--- src/design/assert_macros.svh ---
// ----------------------------------------------------------------------------
// assert_macros.svh - assertion shorthands
// Clocked on clk_i, disabled while rst_ni is low.
// ----------------------------------------------------------------------------
`ifndef ASSERT_MACROS_SVH
`define ASSERT_MACROS_SVH

// property that must hold at every edge
`define ASSERT_NOW(lbl, prop, msg) \
  lbl: assert property (@(posedge clk_i) disable iff (!rst_ni) (prop)) else $error(msg);

// consequent must hold at the edge after the antecedent
`define ASSERT_NEXT(lbl, ante, cons, msg) \
  lbl: assert property (@(posedge clk_i) disable iff (!rst_ni) (ante) |=> (cons)) \
    else $error(msg);

`endif

--- src/design/rgbf_pkg.sv ---
// ----------------------------------------------------------------------------
// rgbf_pkg - shared constants and types of the RGB color fade
// Field widths, reset values, action codes and the sequencer states.
// ----------------------------------------------------------------------------
package rgbf_pkg;

  localparam int unsigned ChannelBitsDef = 8;
  localparam int unsigned StepW          = 8;
  localparam int unsigned NumChan        = 3;

  localparam logic [StepW-1:0] FadeStepsReset = 8'd16;
  localparam logic [1:0]       LastChan       = 2'(NumChan - 1);

  localparam logic ActTarget = 1'b0;
  localparam logic ActTick   = 1'b1;

  typedef enum logic [2:0] {
    ST_IDLE,
    ST_MUL,
    ST_LOAD,
    ST_WAIT,
    ST_WRITE
  } fade_state_e;

endpackage

--- src/design/rgbf_div.sv ---
// ----------------------------------------------------------------------------
// rgbf_div - restoring divider, one quotient bit per cycle
// Quotient must fit ChannelBits bits (dividend < divisor << ChannelBits).
// ----------------------------------------------------------------------------
module rgbf_div #(
  parameter int unsigned ChannelBits = rgbf_pkg::ChannelBitsDef
) (
  input  logic                                    clk_i,
  input  logic                                    rst_ni,
  input  logic                                    start_i,
  input  logic [ChannelBits+rgbf_pkg::StepW-1:0]  dividend_i,
  input  logic [rgbf_pkg::StepW-1:0]              divisor_i,
  output logic [ChannelBits-1:0]                  quotient_o,
  output logic                                    done_o
);
  import rgbf_pkg::*;

  localparam int unsigned CntW = $clog2(ChannelBits + 1);

  logic [StepW-1:0]       rem_q, rem_d;
  logic [ChannelBits-1:0] quo_q, quo_d;
  logic [StepW-1:0]       dsr_q;
  logic [CntW-1:0]        cnt_q;
  logic                   run_q;
  logic                   done_q;
  logic [StepW:0]         shifted;
  logic                   ge;

  always_comb begin
    shifted = {rem_q, quo_q[ChannelBits-1]};
    ge      = shifted >= {1'b0, dsr_q};
    rem_d   = ge ? StepW'(shifted - {1'b0, dsr_q}) : shifted[StepW-1:0];
    quo_d   = {quo_q[ChannelBits-2:0], ge};
  end

  always_ff @(posedge clk_i or negedge rst_ni) begin
    if (!rst_ni) begin
      run_q  <= 1'b0;
      done_q <= 1'b0;
      cnt_q  <= '0;
    end else begin
      done_q <= 1'b0;
      if (start_i) begin
        run_q <= 1'b1;
        cnt_q <= CntW'(ChannelBits);
      end else if (run_q) begin
        cnt_q <= cnt_q - CntW'(1);
        if (cnt_q == CntW'(1)) begin
          run_q  <= 1'b0;
          done_q <= 1'b1;
        end
      end
    end
  end

  // upper part of the dividend is already below the divisor
  always_ff @(posedge clk_i) begin
    if (start_i) begin
      rem_q <= dividend_i[ChannelBits+StepW-1:ChannelBits];
      quo_q <= dividend_i[ChannelBits-1:0];
      dsr_q <= divisor_i;
    end else if (run_q) begin
      rem_q <= rem_d;
      quo_q <= quo_d;
    end
  end

  assign quotient_o = quo_q;
  assign done_o     = done_q;

endmodule

--- src/design/rgb_linear_color_fade.sv ---
// ----------------------------------------------------------------------------
// rgb_linear_color_fade - linear RGB fade over a configured number of steps
// Each step runs the channels in turn through the shared bit-serial divider:
// multiply, load the divider, wait for the quotient, then write the result;
// the input stalls while a step is computed. A retarget during a fade or an
// idle tick gives no result; a retarget while idle starts the first step.
// Reset: idle, shown color full red, fade_steps 16; no clearing pass.
// ----------------------------------------------------------------------------
module rgb_linear_color_fade #(
  parameter int unsigned ChannelBits = rgbf_pkg::ChannelBitsDef
) (
  input  logic                        clk_i,
  input  logic                        rst_ni,
  input  logic                        cfg_we_i,
  input  logic [rgbf_pkg::StepW-1:0]  cfg_wdata_i,
  input  logic                        in_valid_i,
  output logic                        in_stall_o,
  input  logic                        action_i,
  input  logic [ChannelBits-1:0]      target_red_i,
  input  logic [ChannelBits-1:0]      target_green_i,
  input  logic [ChannelBits-1:0]      target_blue_i,
  output logic                        out_valid_o,
  input  logic                        out_stall_i,
  output logic [ChannelBits-1:0]      out_red_o,
  output logic [ChannelBits-1:0]      out_green_o,
  output logic [ChannelBits-1:0]      out_blue_o,
  output logic                        still_fading_o
);
  import rgbf_pkg::*;

  localparam int unsigned ProdW = ChannelBits + StepW;

  typedef logic [ChannelBits-1:0] chan_t;

  fade_state_e state_q, state_d;

  logic [StepW-1:0] fade_q;
  chan_t            start_q [NumChan];
  chan_t            goal_q  [NumChan];
  chan_t            shown_q [NumChan];
  logic [StepW-1:0] step_q;
  logic             busy_q;
  logic [1:0]       ch_q;
  logic [ProdW-1:0] prod_q;
  logic             out_valid_q;
  chan_t            out_red_q, out_green_q, out_blue_q;
  logic             out_fading_q;

  logic             in_acc;
  logic             out_free;
  logic             out_load;
  logic             div_start;
  logic             div_done;
  chan_t            div_quo;

  logic [StepW-1:0] steps_eff;
  logic [StepW:0]   num_raw;
  logic             last;
  logic [StepW-1:0] num_eff;
  chan_t            sel_start, sel_goal, mag, value;
  logic             neg;

  assign in_acc   = in_valid_i && (state_q == ST_IDLE);
  assign out_free = !out_valid_q || !out_stall_i;

  // step index and divisor; zero steps acts as one
  always_comb begin
    steps_eff = (fade_q == '0) ? StepW'(1) : fade_q;
    num_raw   = {1'b0, step_q} + (StepW+1)'(1);
    last      = num_raw >= {1'b0, steps_eff};
    num_eff   = last ? steps_eff : num_raw[StepW-1:0];
  end

  // per-channel operands; the divider works on the magnitude
  always_comb begin
    sel_start = start_q[ch_q];
    sel_goal  = goal_q[ch_q];
    neg       = sel_goal < sel_start;
    mag       = neg ? sel_start - sel_goal : sel_goal - sel_start;
    value     = neg ? sel_start - div_quo : sel_start + div_quo;
  end

  rgbf_div #(
    .ChannelBits(ChannelBits)
  ) u_div (
    .clk_i     (clk_i),
    .rst_ni    (rst_ni),
    .start_i   (div_start),
    .dividend_i(prod_q),
    .divisor_i (steps_eff),
    .quotient_o(div_quo),
    .done_o    (div_done)
  );

  always_comb begin
    state_d = state_q;
    case (state_q)
      ST_IDLE: begin
        if (in_acc) begin
          if (action_i == ActTick) begin
            if (busy_q) state_d = ST_MUL;
          end else if (!busy_q) begin
            state_d = ST_MUL;
          end
        end
      end
      ST_MUL:  state_d = ST_LOAD;
      ST_LOAD: state_d = ST_WAIT;
      ST_WAIT: begin
        if (div_done) state_d = (ch_q == LastChan) ? ST_WRITE : ST_MUL;
      end
      ST_WRITE: begin
        if (out_free) state_d = ST_IDLE;
      end
      default: state_d = ST_IDLE;
    endcase
  end

  always_comb begin
    div_start = (state_q == ST_LOAD);
    out_load  = (state_q == ST_WRITE) && out_free;
  end

  always_ff @(posedge clk_i or negedge rst_ni) begin
    if (!rst_ni) begin
      state_q     <= ST_IDLE;
      fade_q      <= FadeStepsReset;
      busy_q      <= 1'b0;
      step_q      <= '0;
      ch_q        <= '0;
      out_valid_q <= 1'b0;
      for (int c = 0; c < NumChan; c++) begin
        start_q[c] <= '0;
        goal_q[c]  <= '0;
        shown_q[c] <= (c == 0) ? '1 : '0;
      end
    end else begin
      state_q <= state_d;
      if (cfg_we_i) fade_q <= cfg_wdata_i;

      if (in_acc) begin
        ch_q <= '0;
        if (action_i == ActTarget) begin
          goal_q[0] <= target_red_i;
          goal_q[1] <= target_green_i;
          goal_q[2] <= target_blue_i;
          step_q    <= '0;
          if (!busy_q) begin
            busy_q  <= 1'b1;
            start_q <= shown_q;
          end
        end
      end

      if (state_q == ST_WAIT && div_done) begin
        shown_q[ch_q] <= value;
        ch_q          <= (ch_q == LastChan) ? 2'd0 : ch_q + 2'd1;
      end

      if (out_load) begin
        out_valid_q <= 1'b1;
        step_q      <= step_q + StepW'(1);
        if (last) busy_q <= 1'b0;
      end else if (!out_stall_i) begin
        out_valid_q <= 1'b0;
      end
    end
  end

  always_ff @(posedge clk_i) begin
    if (state_q == ST_MUL) prod_q <= ProdW'(mag) * ProdW'(num_eff);
    if (out_load) begin
      out_red_q    <= shown_q[0];
      out_green_q  <= shown_q[1];
      out_blue_q   <= shown_q[2];
      out_fading_q <= !last;
    end
  end

  assign in_stall_o     = (state_q != ST_IDLE);
  assign out_valid_o    = out_valid_q;
  assign out_red_o      = out_red_q;
  assign out_green_o    = out_green_q;
  assign out_blue_o     = out_blue_q;
  assign still_fading_o = out_fading_q;

`include "assert_macros.svh"

  `ASSERT_NOW(a_calc_in_fade, (state_q == ST_IDLE) || busy_q, "step computed outside a fade")
  `ASSERT_NOW(a_chan_range, ch_q <= LastChan, "channel index out of range")
  `ASSERT_NEXT(a_last_ends, out_load && last, !busy_q && (state_q == ST_IDLE), "final step did not end fade")
  `ASSERT_NEXT(a_retarget_quiet, in_acc && (action_i == ActTarget) && busy_q, (state_q == ST_IDLE) && (step_q == '0), "retarget during fade started a step")

endmodule
--- config.mk ---
export PLATFORM = sky130hd
export DESIGN_NAME = rgb_linear_color_fade
export DESIGN_NICKNAME = d
export VERILOG_FILES = /design/src/design/rgbf_pkg.sv /design/src/design/rgbf_div.sv /design/src/design/rgb_linear_color_fade.sv
export VERILOG_INCLUDE_DIRS = /design/src /design/src/design
export SDC_FILE = /design/constraint.sdc
export NUM_CORES = 1
export LEC_CHECK = 0
export BUFFER_PORTS_ARGS = -buffer_cell sky130_fd_sc_hd__buf_2
export CORE_ASPECT_RATIO = 1.75
export CORE_MARGIN = 4
export CORE_UTILIZATION = 60
export CTS_CLUSTER_DIAMETER = 60
export DETAILED_ROUTE_END_ITERATION = 12
export PLACE_DENSITY = 0.79
export SLEW_MARGIN = 20
export SYNTH_ARGS = -nofsm -noshare
export SYNTH_HDL_FRONTEND = slang
export SYNTH_SLANG_ARGS = --single-unit
--- constraint.sdc ---
create_clock -name clk_i -period 10.5 [get_ports clk_i]
set_input_delay 2.1 -clock clk_i [delete_from_list [all_inputs] [get_ports clk_i]]
set_output_delay 2.1 -clock clk_i [all_outputs]
set_load 0.01 [all_outputs]
==> reports/summary.txt, run 1 <==
Status - completed
Minimum clock period - 8.30 ns
Cts hold-fix bufs - 0
Worst-Skew Late Latency - 0.43 ns
Synth-to-Final Area Change - 10.7%
Max-Cap Viols - 0
Power, Total - 3450 µW
Max VDD drop - 0.142 mV
Syn nets - 1,074
Synth cell types - 64
Total CTS buffers - 17
Final period utilization - 0.790
Leakage Power - 0.00527 µW
Final wirelength - 21,300 µm
Count of input and output buffers - 64
Post-CTS Setup Bufs - 0
Syn_area_per_cell - 11.1 µm²
Largest net degree at the start of global routing - 75
Filler cells - 1,330
Crit end category - flop
Post-synth EDFFs - 65
Drt drc - 0
TritonCTS clock tree - built
Setup TNS - 0 ns
Data required, critical path - 10.67 ns
Sequential share of the synthesized area - 0.440
Final WS setup - 2.20 ns
Diodes inserted - 0
Post-DP HPWL - 16,700 µm
CP max stage delay - 0.87 ns
Worst Path Max Fanout - 21
Startpoint Class - flop
Count of cells resized by post-cts repair - 0
Routability cong. - 0.909
Fmax - 121 MHz
Die W - 107 µm
DIE HEIGHT - 181 µm
Most common flop cell mapped by yosys - dfrtp_1
Final slew viol count - 0
Clock Sinks - 166
CTS max path bufs - 2
HP Class - reg2reg
Die ar. - 19,200 µm²
First-pass GRT wire length - 35,400 µm
Mapped Area - 10,200 µm²
I/O pin cnt - 65
Synth async-reset ratio - 0.608
Nets - 1,132
Core Rows - 62
Total core area - 16,600 µm²
Number of antenna violations at the first check in global routing - 0
Design Area, Final - 11,300 µm²
First-pass iteration count of the detailed router - 4
Synth Warn # - 0
Via-to-Cell Ratio - 5.60
Clk pin slew, worst setup/hold paths - 0.07 ns
Unrepaired setup endpoints after global routing - no
Slew @ Worst Pin - 1.05 ns
Share of layout cells above drive strength 1 - 0.213
Initial Utilization - 0.615
DR iter-0 viols - 322
Rel. slew slack - 0.303
Post-route antenna net violation count - 0
Final Hold Vio Count - 0
CTS root buffer - clkbuf_16
Final-report setup violation count - 0
Worst path arrival time - 8.47 ns
Via count of the first global-routing pass - 7,186
Vias - 6,795
Yosys reg bits - 166
Power per cell area - 305 nW/µm²
Grt ovf - 0
# H-tree levels - 4
Critical setup path kind - reg2reg
Worst Skew - 0.00897 ns
Slowest library cell on the worst path - nor2_1
Cell count after synthesis - 918
Pre-CTS setup slack - 2.23 ns
Wire per inst - 17.6 µm
Total track usage - 0.237
Cell Area, Placed - 10,700 µm²
[cell type report]
cell class	count	area, µm²	share of cell area
clock inverter	13	145	0.0128
timing repair buffer	72	383	0.0339
tap	224	280	0.0248
sequential	166	4490	0.397
clock buffer	19	433	0.0383
multi-input combinational	624	5210	0.461
inverter	95	357	0.0316
[through the flow]
step                      instances  hold WS [ns]   util
after global placement         1181         0.427  0.646
after detailed placement       1181         0.438  0.646
after global routing           1213         0.476  0.681
after floorplan                 918         0.437      -
after CTS                      1213         0.453  0.681
final                          1213         0.457  0.681
[cell usage after synthesis, drive strengths merged, types with 5 or more instances]
cell,number,area [µm²]
dfrtp,92,2300
dfstp,9,236
nand2,44,165
nand3,7,35.0
buf,13,85.1
o21ai,52,260
or2,15,93.8
mux2i,30,313
edfxtp,65,1950
a21oi,45,229
clkbuf,20,75.1
inv,94,353
fa,40,801
ha,78,976
and3,5,31.3
a22o,5,43.8
nor2,104,398
nor3,9,45.0
xnor2,30,270
a21o,13,100
mux2,76,856
xor2,13,121
nand2b,5,31.3
o21bai,6,45.0
[worst paths after layout]
kind / from / cells after the start / slack [ns] / end
max: ch_q[1]$_DFFE_PN0P_ / 25 / 2.20 / prod_q[15]$_DFFE_PP_
max in group asynchronous: rst_ni / 2 / 7.68 / goal_q[10]$_DFFE_PN0P_
min reg2reg: fade_q[2]$_DFFE_PN0P_ / 0 / 0.46 / u_div.dsr_q[2]$_DFFE_PP_
min in group asynchronous: rst_ni / 1 / 1.57 / start_q[14]$_DFFE_PN0P_
max reg2reg: ch_q[1]$_DFFE_PN0P_ / 25 / 2.20 / prod_q[15]$_DFFE_PP_
min: fade_q[2]$_DFFE_PN0P_ / 0 / 0.46 / u_div.dsr_q[2]$_DFFE_PP_
[worst max-delay path: cells and delay by family, from the launching register on]
family	cells	cell delay, ns
compound gates	8	2.05
simple gates	2	1.10
mux	1	0.15
xor+xnor	2	0.70
fa+ha+maj	7	2.88
buf+inv	5	0.33
flops	1	0.77
[cells by family after synthesis]
group	synth area share
AND/OR/NAND/NOR	0.0924
multiplexers	0.114
adder cells (fa/ha/maj)	0.174
flip-flops	0.440
buffers and inverters	0.0506
XOR/XNOR	0.0384
AO/OA/AOI/OAI	0.0901
[layer usage]
metal  vias up  track usage  routed length, µm
met4         0        0.137               1180
met1      3367        0.247               7460
met3        47       0.0337                600
met2       128        0.441              12100
met5         -            0                  0
li1       3253            -                  -
[where the power goes]
group	internal [µW]	switching, µW
registers	906	123
logic	761	1050
clock network	353	259
[cells in the final DEF, fill, tap and decap left out, types with 3 or more instances in the layout]
cell type,netlist,final
mux2_2,76,76
nand4_1,3,3
inv_6,0,5
nand3_1,7,7
buf_4,2,9
ha_1,78,78
a21o_1,11,11
clkinvlp_4,0,4
edfxtp_1,65,65
xnor2_1,29,29
or3_1,3,3
o21ai_1,9,9
dfrtp_1,92,92
nor2_1,103,103
or2_2,10,10
a22o_1,5,5
mux2i_1,29,29
nand2_1,44,44
nor2b_1,4,4
nor3_1,9,9
clkbuf_16,0,17
dfstp_2,9,9
a31oi_1,3,3
nand2b_1,5,5
o21a_1,4,4
buf_2,4,63
o21ai_0,43,43
or2_1,5,5
a21oi_1,44,44
xor2_1,12,12
o21bai_1,6,6
and3_1,5,5
fa_1,40,40
inv_1,94,94
[state kept, by name (all words and copies together), names as in the netlist]
| signal | count |
|---|---|
| u_div.run_q | 1 |
| u_div.dsr_q | 8 |
| prod_q | 16 |
| u_div.done_o | 1 |
| fade_q | 8 |
| goal_q | 24 |
| u_div.rem_q | 8 |
| still_fading_o | 1 |
| start_q | 24 |
| ch_q | 2 |
| u_div.cnt_q | 4 |
| busy_q | 1 |
| step_q | 8 |
| out_blue_o | 8 |
| out_green_o | 8 |
| out_red_o | 8 |
| out_valid_o | 1 |
| state_q | 3 |
| shown_q | 24 |
| u_div.quotient_o | 8 |
(Power assumes the default switching activity.)
==> run 2: changes to the inputs <==
--- a/config.mk
+++ b/config.mk
@@ -9,10 +9,10 @@
 export BUFFER_PORTS_ARGS = -buffer_cell sky130_fd_sc_hd__buf_2
 export CORE_ASPECT_RATIO = 1.75
 export CORE_MARGIN = 4
-export CORE_UTILIZATION = 60
+export CORE_UTILIZATION = 56
 export CTS_CLUSTER_DIAMETER = 60
 export DETAILED_ROUTE_END_ITERATION = 12
-export PLACE_DENSITY = 0.79
+export PLACE_DENSITY = 0.77
 export SLEW_MARGIN = 20
 export SYNTH_ARGS = -nofsm -noshare
 export SYNTH_HDL_FRONTEND = slang
==> constraint.sdc (replaced) <==
create_clock -name clk_i -period 6.74 [get_ports clk_i]
set_input_delay 1.348 -clock clk_i [delete_from_list [all_inputs] [get_ports clk_i]]
set_output_delay 1.348 -clock clk_i [all_outputs]
set_load 0.01 [all_outputs]
==> reports/summary.txt, run 2 (same netlist as run 1, synthesis figures left out) <==
Final wirelength - 22,500 µm (was 21,300 µm)
Via count of the first global-routing pass - 7,595 (was 7,186)
Critical setup path kind - reg2reg (unchanged)
Top flop regs - goal_q: 24 flops, shown_q: 24 flops, start_q: 24 flops (unchanged)
Slowest library cell on the worst path - fa_1 (was nor2_1)
Wire per inst - 17.5 µm (was 17.6 µm)
Unrepaired setup endpoints after global routing - yes (was no)
Largest net degree at the start of global routing - 65 (was 75)
CP delay by family, top - adder cells (unchanged)
Leakage Power - 0.00561 µW (was 0.00527 µW)
Met3 usage - 0.0377 (was 0.0337)
Max VDD drop - 0.262 mV (was 0.142 mV)
First-pass GRT wire length - 36,400 µm (was 35,400 µm)
Post-DP HPWL - 17,300 µm (was 16,700 µm)
Initial Utilization - 0.568 (was 0.615)
Worst Path Max Fanout - 7 (was 21)
Worst Skew - 0.00900 ns (was 0.00897 ns)
Max-Cap Viols - 0 (unchanged)
Final period utilization - 0.998 (was 0.790)
Final Hold Vio Count - 0 (unchanged)
First-pass iteration count of the detailed router - 4 (unchanged)
Data required, critical path - 6.92 ns (was 10.67 ns)
Worst-Skew Late Latency - 0.43 ns (about the same)
Clock Sinks - 166 (unchanged)
TritonCTS clock tree - built (unchanged)
Fmax - 149 MHz (was 121 MHz)
CTS root buffer - clkbuf_16 (unchanged)
Status - completed (unchanged)
Cts hold-fix bufs - 0 (unchanged)
Fin Hold WS - 0.450 ns (was 0.457 ns)
WP buf/inv - 6 (was 5)
# H-tree levels - 4 (unchanged)
Critical Path Start - ch_q[1]$_DFFE_PN0P_ (unchanged)
Total CTS buffers - 17 (unchanged)
Power per cell area - 505 nW/µm² (was 305 nW/µm²)
HP Class - reg2reg (unchanged)
Most frequent cells in the layout - nor2_1, dfrtp_1, inv_1 (was nor2_1, inv_1, dfrtp_1)
Cell Area, Placed - 11,200 µm² (was 10,700 µm²)
Routability cong. - 0.898 (was 0.909)
Rel. slew slack - 0.377 (was 0.303)
Minimum clock period - 6.73 ns (was 8.30 ns)
Nets - 1,196 (was 1,132)
Slew @ Worst Pin - 0.930 ns (was 1.05 ns)
Met2 Use GR - 0.418 (was 0.441)
Grt ovf - 0 (unchanged)
Final-report setup violation count - 0 (unchanged)
Most Crowded Layer GR - met2 (unchanged)
Startpoint Class - flop (unchanged)
Core Rows - 65 (was 62)
Hold Startpoint - fade_q[3]$_DFFE_PN0P_ (was fade_q[2]$_DFFE_PN0P_)
Filler cells - 1,389 (was 1,330)
Die W - 110 µm (was 107 µm)
Drt drc - 0 (unchanged)
Vias - 7,041 (was 6,795)
Diodes inserted - 0 (unchanged)
Worst path arrival time - 6.91 ns (was 8.47 ns)
CP max stage delay - 0.56 ns (was 0.87 ns)
Design Area, Final - 12,000 µm² (was 11,300 µm²)
Post-route antenna net violation count - 0 (unchanged)
Share of layout cells above drive strength 1 - 0.292 (was 0.213)
Crit end category - flop (unchanged)
Total core area - 18,000 µm² (was 16,600 µm²)
Synth-to-Final Area Change - 17.4% (was 10.7%)
Via-to-Cell Ratio - 5.47 (was 5.60)
FF-to-FF Start - ch_q[1]$_DFFE_PN0P_ (unchanged)
I/O pin cnt - 65 (unchanged)
Final slew viol count - 0 (unchanged)
Most common cell after layout, fill and taps aside - nor2_1 (unchanged)
Met1 Usage GRT - 0.243 (was 0.247)
Total track usage - 0.231 (was 0.237)
CTS max path bufs - 2 (unchanged)
Number of antenna violations at the first check in global routing - 0 (unchanged)
Clk pin slew, worst setup/hold paths - 0.07 ns (about the same)
Count of input and output buffers - 64 (unchanged)
Die ar. - 20,500 µm² (was 19,200 µm²)
DIE HEIGHT - 187 µm (was 181 µm)
DR iter-0 viols - 283 (was 322)
## run 2: cell types whose count changed in the layout (fill, tap and decap cells not counted), sizes merged
cell and change:
buf +64, bufinv +1, inv -4, clkbuf -1
clkinv +4
## run 2: final cells by class
type	count	area (µm²)	area share
clock buffer	18	439	0.0366
clock inverter	14	176	0.0147
inverter	95	357	0.0298
multi-input combinational	624	5350	0.446
sequential	166	4490	0.375
tap	234	293	0.0244
timing repair buffer	136	880	0.0734
## run 2: power by group
| group | total, µW | internal, µW | switching [µW] |
|---|---|---|---|
| clock | 1010 | 596 | 417 |
| sequential | 1580 | 1410 | 167 |
| combinational | 3460 | 1610 | 1840 |
## run 2: layer usage
metal / routed length (µm) / share of wire / vias up
li1: - / - / 3384
met1: 7940 / 0.35 / 3477
met4: 1310 / 0.058 / 0
met3: 571 / 0.025 / 56
met2: 12700 / 0.56 / 124
met5: 0 / 0 / -
## run 2: through the flow
step	setup TNS (ns)	setup slack (ns)	cells	total power, µW	util
6_report	0	0.0140	1287	6050	0.667
3_5_place_dp	-0.563	-0.141	1248	4920	0.624
2_1_floorplan	0	0.00696	918	3830	-
3_3_place_gp	0	0.0117	1248	4840	0.624
5_1_grt	-0.791	-0.185	1287	6520	0.667
4_1_cts	0	0.00203	1284	5980	0.661
## run 2: worst register-to-register path, delay by kind of cell (launching register included)
family	cells	cell delay (ns)
fa+ha+maj	7	2.71
compound gates	9	1.71
simple gates	3	0.77
flops	1	0.47
buf+inv	6	0.43
xor+xnor	2	0.27
mux	1	0.11
## run 2: path summary, 6_finish.rpt
kind	to	slack [ns]	depth (start not counted)
max	prod_q[14]$_DFFE_PP_	0.01	28
min reg2reg	u_div.dsr_q[3]$_DFFE_PP_	0.45	0
min	u_div.dsr_q[3]$_DFFE_PP_	0.45	0
max in group asynchronous	ch_q[1]$_DFFE_PN0P_	4.65	2
min in group asynchronous	goal_q[5]$_DFFE_PN0P_	0.88	1
max reg2reg	prod_q[14]$_DFFE_PP_	0.01	28
## run 2: what timing repair did
| item | CTS | global route |
|---|---|---|
| pin swaps | 12 | 32 |
| buffers inserted | 4 | 3 |
| gates cloned | 0 | 0 |
| setup endpoints to repair | 5 | 6 |
| gates resized for setup | 5 | 25 |
